File: config.mk
export PLATFORM = sky130hd
export DESIGN_NAME = bha_ctrl
export DESIGN_NICKNAME = d
export VERILOG_FILES = /design/src/design/bitmap_handle_allocator_assert.svh /design/src/design/bha_pkg.sv /design/src/design/bha_ctrl.sv
export SDC_FILE = /design/constraint.sdc
export NUM_CORES = 1
export LEC_CHECK = 0
export BUFFER_PORTS_ARGS = -buffer_cell sky130_fd_sc_hd__buf_2
export CORE_AREA = 2 2 39 41
export CTS_BUF_LIST = sky130_fd_sc_hd__clkbuf_4
export DETAILED_ROUTE_END_ITERATION = 10
export DIE_AREA = 0 0 41 43
export PLACE_DENSITY = 0.72
export SLEW_MARGIN = 20
export SYNTH_ARGS = -nofsm -noshare
export SYNTH_HDL_FRONTEND = slang
export SYNTH_SLANG_ARGS = --single-unit
File: constraint.sdc
create_clock -name clock -period 3.7 [get_ports clock]
set_clock_uncertainty 0.15 [all_clocks]
set_input_delay 0.74 -clock clock [delete_from_list [all_inputs] [get_ports clock]]
set_output_delay 0.74 -clock clock [all_outputs]
set_load 0.005 [all_outputs]
File: src/design/bitmap_handle_allocator_assert.svh
// Assertion macros used by the allocator top level.
`ifndef BITMAP_HANDLE_ALLOCATOR_ASSERT_SVH
`define BITMAP_HANDLE_ALLOCATOR_ASSERT_SVH

// Same-cycle implication, checked on every rising clock edge outside reset.
`define BHA_ASSERT_NOW(label, ante, cons, msg) \
   label: assert property (@(posedge clock) disable iff (reset) (ante) |-> (cons)) \
      else $error(msg);

// Next-cycle implication.
`define BHA_ASSERT_NEXT(label, ante, cons, msg) \
   label: assert property (@(posedge clock) disable iff (reset) (ante) |=> (cons)) \
      else $error(msg);

`endif

File: src/design/bha_pkg.sv
// Types and constants shared by the bitmap handle allocator modules.
package bha_pkg;

   localparam int HANDLE_W = 14;
   localparam int STATUS_W = 2;

   localparam logic OP_RESERVE = 1'b0;
   localparam logic OP_FREE    = 1'b1;

   typedef enum logic [STATUS_W-1:0] {
      ST_OK     = 2'd0,
      ST_FULL   = 2'd1,
      ST_DOUBLE = 2'd2,
      ST_RANGE  = 2'd3
   } status_type;

   typedef enum logic [3:0] {
      S_CLEAR,
      S_IDLE,
      S_RSV_READ,
      S_RSV_CHECK,
      S_FREE_MUL,
      S_FREE_QUOT,
      S_FREE_READ,
      S_FREE_CHECK,
      S_RESP
   } state_type;

   typedef struct packed {
      logic       clear_en;
      logic       capture;
      logic       rd_sel_q;
      logic       hint_inc;
      logic       div_mul;
      logic       div_quot;
      logic       div_rem;
      logic       wr_reserve;
      logic       wr_free;
      logic       rsp_load;
      status_type rsp_status;
   } cmd_type;

   typedef struct packed {
      logic clear_last;
      logic map_full;
      logic word_full;
      logic bad_range;
      logic bit_clear;
   } stat_type;

endpackage

File: src/design/bha_ctrl.sv
// Allocator controller: sequences clear, reserve scan, free and response.
module bha_ctrl
   import bha_pkg::*;
(
   input  logic     clock,
   input  logic     reset,
   input  logic     req_valid,
   input  logic     req_opcode,
   output logic     req_stall,
   output logic     rsp_valid,
   input  logic     rsp_stall,
   input  stat_type stat,
   output cmd_type  cmd
);

   state_type  state_ff, state_in;
   status_type status_ff, status_in;
   logic       rsp_valid_ff, rsp_valid_in;

   always_ff @(posedge clock) begin
      if (reset) begin
         state_ff     <= S_CLEAR;
         status_ff    <= ST_OK;
         rsp_valid_ff <= 1'b0;
      end else begin
         state_ff     <= state_in;
         status_ff    <= status_in;
         rsp_valid_ff <= rsp_valid_in;
      end
   end

   always_comb begin
      cmd          = '0;
      cmd.rsp_status = status_ff;
      state_in     = state_ff;
      status_in    = status_ff;
      rsp_valid_in = rsp_valid_ff & rsp_stall;
      unique case (state_ff)
         S_CLEAR: begin
            cmd.clear_en = 1'b1;
            if (stat.clear_last) state_in = S_IDLE;
         end
         S_IDLE: begin
            if (req_valid) begin
               cmd.capture = 1'b1;
               state_in = (req_opcode == OP_FREE) ? S_FREE_MUL : S_RSV_READ;
            end
         end
         S_RSV_READ: begin
            if (stat.map_full) begin
               status_in = ST_FULL;
               state_in  = S_RESP;
            end else begin
               state_in = S_RSV_CHECK;
            end
         end
         S_RSV_CHECK: begin
            if (stat.word_full) begin
               // the word at the hint is full, so move on to the next
               cmd.hint_inc = 1'b1;
               state_in     = S_RSV_READ;
            end else begin
               cmd.wr_reserve = 1'b1;
               status_in      = ST_OK;
               state_in       = S_RESP;
            end
         end
         S_FREE_MUL: begin
            if (stat.bad_range) begin
               status_in = ST_RANGE;
               state_in  = S_RESP;
            end else begin
               cmd.div_mul = 1'b1;
               state_in    = S_FREE_QUOT;
            end
         end
         S_FREE_QUOT: begin
            cmd.div_quot = 1'b1;
            state_in     = S_FREE_READ;
         end
         S_FREE_READ: begin
            cmd.rd_sel_q = 1'b1;
            cmd.div_rem  = 1'b1;
            state_in     = S_FREE_CHECK;
         end
         S_FREE_CHECK: begin
            if (stat.bit_clear) begin
               status_in = ST_DOUBLE;
            end else begin
               cmd.wr_free = 1'b1;
               status_in   = ST_OK;
            end
            state_in = S_RESP;
         end
         S_RESP: begin
            if (!rsp_valid_ff || !rsp_stall) begin
               cmd.rsp_load = 1'b1;
               rsp_valid_in = 1'b1;
               state_in     = S_IDLE;
            end
         end
         default: begin
            state_in = S_CLEAR;
         end
      endcase
   end

   assign req_stall = (state_ff != S_IDLE);
   assign rsp_valid = rsp_valid_ff;

endmodule

==> impl_metrics.py <==
metrics = {
    "synth": {
        "synth_fp_nets": 79,
        "yosysWarnings": 0,
        "avgSynthCellArea_um2": 8.16,
        "synth_top_cells_by_count": "a21oi_1, dfxtp_1, nor2_1",
        "synth-main-ff-cell": "dfxtp_1",
        "ys_seq_area_share_pct": 24.9,
        "ys_ff_latch": 7,
        "ys_top_cells_by_area": "dfxtp_1, a21oi_1, nor2_1",
        "syn-cell-area_um2": 563,
        "yosys.area.top_type": "dfxtp_1",
        "synth_top_area_share_pct": 24.9,
        "async_flop_share_pct": 0,
        "netlist_instances": 69,
        "synth-edff-count": 0,
        "yosysUniqueCellTypes": 35,
    },
    "floorplanning": {
        "num_io_pins": 24,
        "rows": 14,
        "die_h_um": 43,
        "fp.dieArea_mm2": 0.00176,
        "die_w_um": 41,
        "core-area_mm2": 0.00138,
        "initial_core_util_pct": 40.7,
    },
    "critical_path": {
        "reg2reg_slack_ns": 2.01,
        "crit_arrival_ns": 1.54,
        "required_ns": 2.81,
        "crit_end": "cmd[10]",
        "crit_slowest_cell": "dfxtp_1",
        "startpoint": "state_ff[0]",
        "path_cells": "nand2b_2 > or3_4 > nor2_1 > buf_2",
        "critPathKind": "reg -> out",
        "cp-start-kind": "register",
        "max_stage_delay_ns": 0.62,
        "reg2reg_depth": 4,
        "cp_max_fo": 15,
        "end_kind": "primary output",
        "timing.rr.start": "state_ff[1]",
        "timing.rr.end": "state_ff[0]",
    },
    "status": {
        "outcome": "completed",
    },
    "timing": {
        "setup-violations-final": 0,
        "max-slew-margin-rel_pct": 64.5,
        "worst_pin_slew_ns": 0.532,
        "post-route-period-util_pct": 65.7,
        "rsz0062_at_grt": "no",
        "maxSlewViolCount": 0,
        "layout_setup_ws_ns": 1.27,
        "finalCriticalPeriod_ns": 2.43,
        "max_freq_mhz": 411,
        "finalHoldViolCount": 0,
        "tns_ns": 0,
    },
    "placed_design": {
        "dp_hpwl_um": 910,
        "portBuffers": 23,
        "gp_congestion": 0.701,
        "dp_slack_ns": 1.55,
        "dpl-instance-area_um2": 652,
    },
    "layout": {
        "layout-drive-gt1-share_pct": 40.0,
        "multi_input_area_um2": 365,
        "nNetsFinal": 101,
        "seq_area_um2": 140,
        "antenna_cells": 0,
        "utilization_pct": 49.3,
        "stdcell_area_um2": 682,
        "syn_to_final_growth_pct": 21.1,
        "num-fill-cells": 137,
    },
    "grt": {
        "grt_pass1_wl_mm": 2.06,
        "grt_max_degree": 18,
        "grt-ovfl-total": 0,
        "grt_pass1_vias": 463,
        "grtUsageTotal_pct": 17.2,
        "grt_antenna_before_repair": 0,
    },
    "min_path": {
        "hp-class": "reg -> reg",
    },
    "detailed_routing": {
        "vias_per_cell": 5.50,
        "dr.first_iter.drc_count": 6,
        "avgRoutedWirePerCell_um": 12.1,
        "postRouteAntennaNets": 0,
        "drc": 0,
        "dr.pass1.iters": 5,
        "vias": 583,
        "wirelength_mm": 1.28,
    },
    "clock_network": {
        "clk_latency_ns": 0.26,
        "cts.clk_slew.worst_paths_ns": 0.06,
        "cts_root_buf": "clkbuf_4",
        "cts.sinks": 7,
        "htreeDepth": 1,
        "cts_resized": 0,
        "postCtsHoldBufs": 0,
        "cts_setup_buffers": 0,
        "cts_tree": "done",
        "cts_buffers": 3,
        "cts_max_path_buffers": 2,
    },
    "power": {
        "power_density_mw_per_mm2": 531,
        "leakage_nw": 0.295,
        "vdd_drop_max_uv": 264,
    },
    "flow_run": {
        "maxCapViolCount": 0,
    },
}
## sequential cells by signal, indices dropped and copies added, names as in the netlist
signal / flops
rsp_valid: 1
state_ff: 4
status_ff: 2
## where the power goes
| part | total [mW] | switching, mW | leakage, nW | internal (mW) |
|---|---|---|---|---|
| sequential | 0.130 | 0.0403 | 0.0569 | 0.0898 |
| clock | 0.0803 | 0.0316 | 0.0184 | 0.0487 |
| combinational | 0.152 | 0.0692 | 0.219 | 0.0823 |
## cells in the final DEF (no fill, tap or decap), drive strengths merged
| cell | synthesis | layout |
|---|---|---|
| buf | 6 | 23 |
| nor2 | 7 | 7 |
| a21oi | 7 | 7 |
| dfxtp | 7 | 7 |
| o21ai | 5 | 5 |
| clkbuf | 0 | 4 |
| nand2b | 4 | 4 |
| nor4 | 4 | 4 |
| nand2 | 3 | 3 |
| inv | 3 | 3 |
| nand3b | 2 | 2 |
| nor3 | 2 | 2 |
| a211o | 2 | 2 |
| nor3b | 2 | 2 |
| or3 | 1 | 1 |
| and2 | 1 | 1 |
| nand3 | 1 | 1 |
| nor4b | 1 | 1 |
| mux2i | 1 | 1 |
| o31ai | 1 | 1 |
| a211oi | 1 | 1 |
| or4b | 1 | 1 |
| o32ai | 1 | 1 |
| xnor2 | 1 | 1 |
| nand4b | 1 | 1 |
| nor2b | 1 | 1 |
| a32o | 1 | 1 |
| or2 | 1 | 1 |
| a221oi | 1 | 1 |
## how the worst min path moves through the flow
stage	start	endpoint	slack, ns	cells after the start
after floorplan	status_ff[0]	status_ff[0]	0.32	2
after global placement	status_ff[0]	status_ff[0]	0.31	2
after detailed placement	status_ff[0]	status_ff[0]	0.31	2
after CTS	status_ff[0]	status_ff[0]	0.32	2
after global routing	status_ff[0]	status_ff[0]	0.35	2
final	status_ff[0]	status_ff[0]	0.32	2
## metrics by stage
stage               total power, mW  hold WS (ns)  instances
floorplan                     0.251         0.315         69
global placement              0.282         0.310        102
detailed placement            0.283         0.311        102
CTS                           0.365         0.324        106
global route                  0.394         0.348        106
finish                        0.362         0.317        106
## metal layers
metal  up-vias  global-route usage (%)  share of wire (%)  wire (um)
met4         0                    8.00                  0          0
met3         0                    6.28                7.7         99
li1        294                       -                  -          -
met2        22                    22.2                 42        537
met1       267                    24.6                 50        645
met5         -                       0                  0          0
## critical path, delay by kind of cell (launching register included)
family / cells / cell delay [ns]
buf+inv: 1 / 0.11
flops: 1 / 0.62
simple gates: 3 / 0.55
## cells by family after synthesis
group | count (synthesis) | synth area share (%)
XOR/XNOR | 1 | 1.56
AO/OA/AOI/OAI | 19 | 24.0
multiplexers | 1 | 1.78
flip-flops | 7 | 24.9
buffers and inverters | 9 | 10.2
AND/OR/NAND/NOR | 32 | 37.6
## final cells by class
cell class	count	share of cell area, %
timing repair buffer	23	16.9
clock buffer	4	4.40
multi-input combinational	53	53.6
inverter	3	1.65
sequential	7	20.6
tap	16	2.94
(Power assumes the default switching activity.)
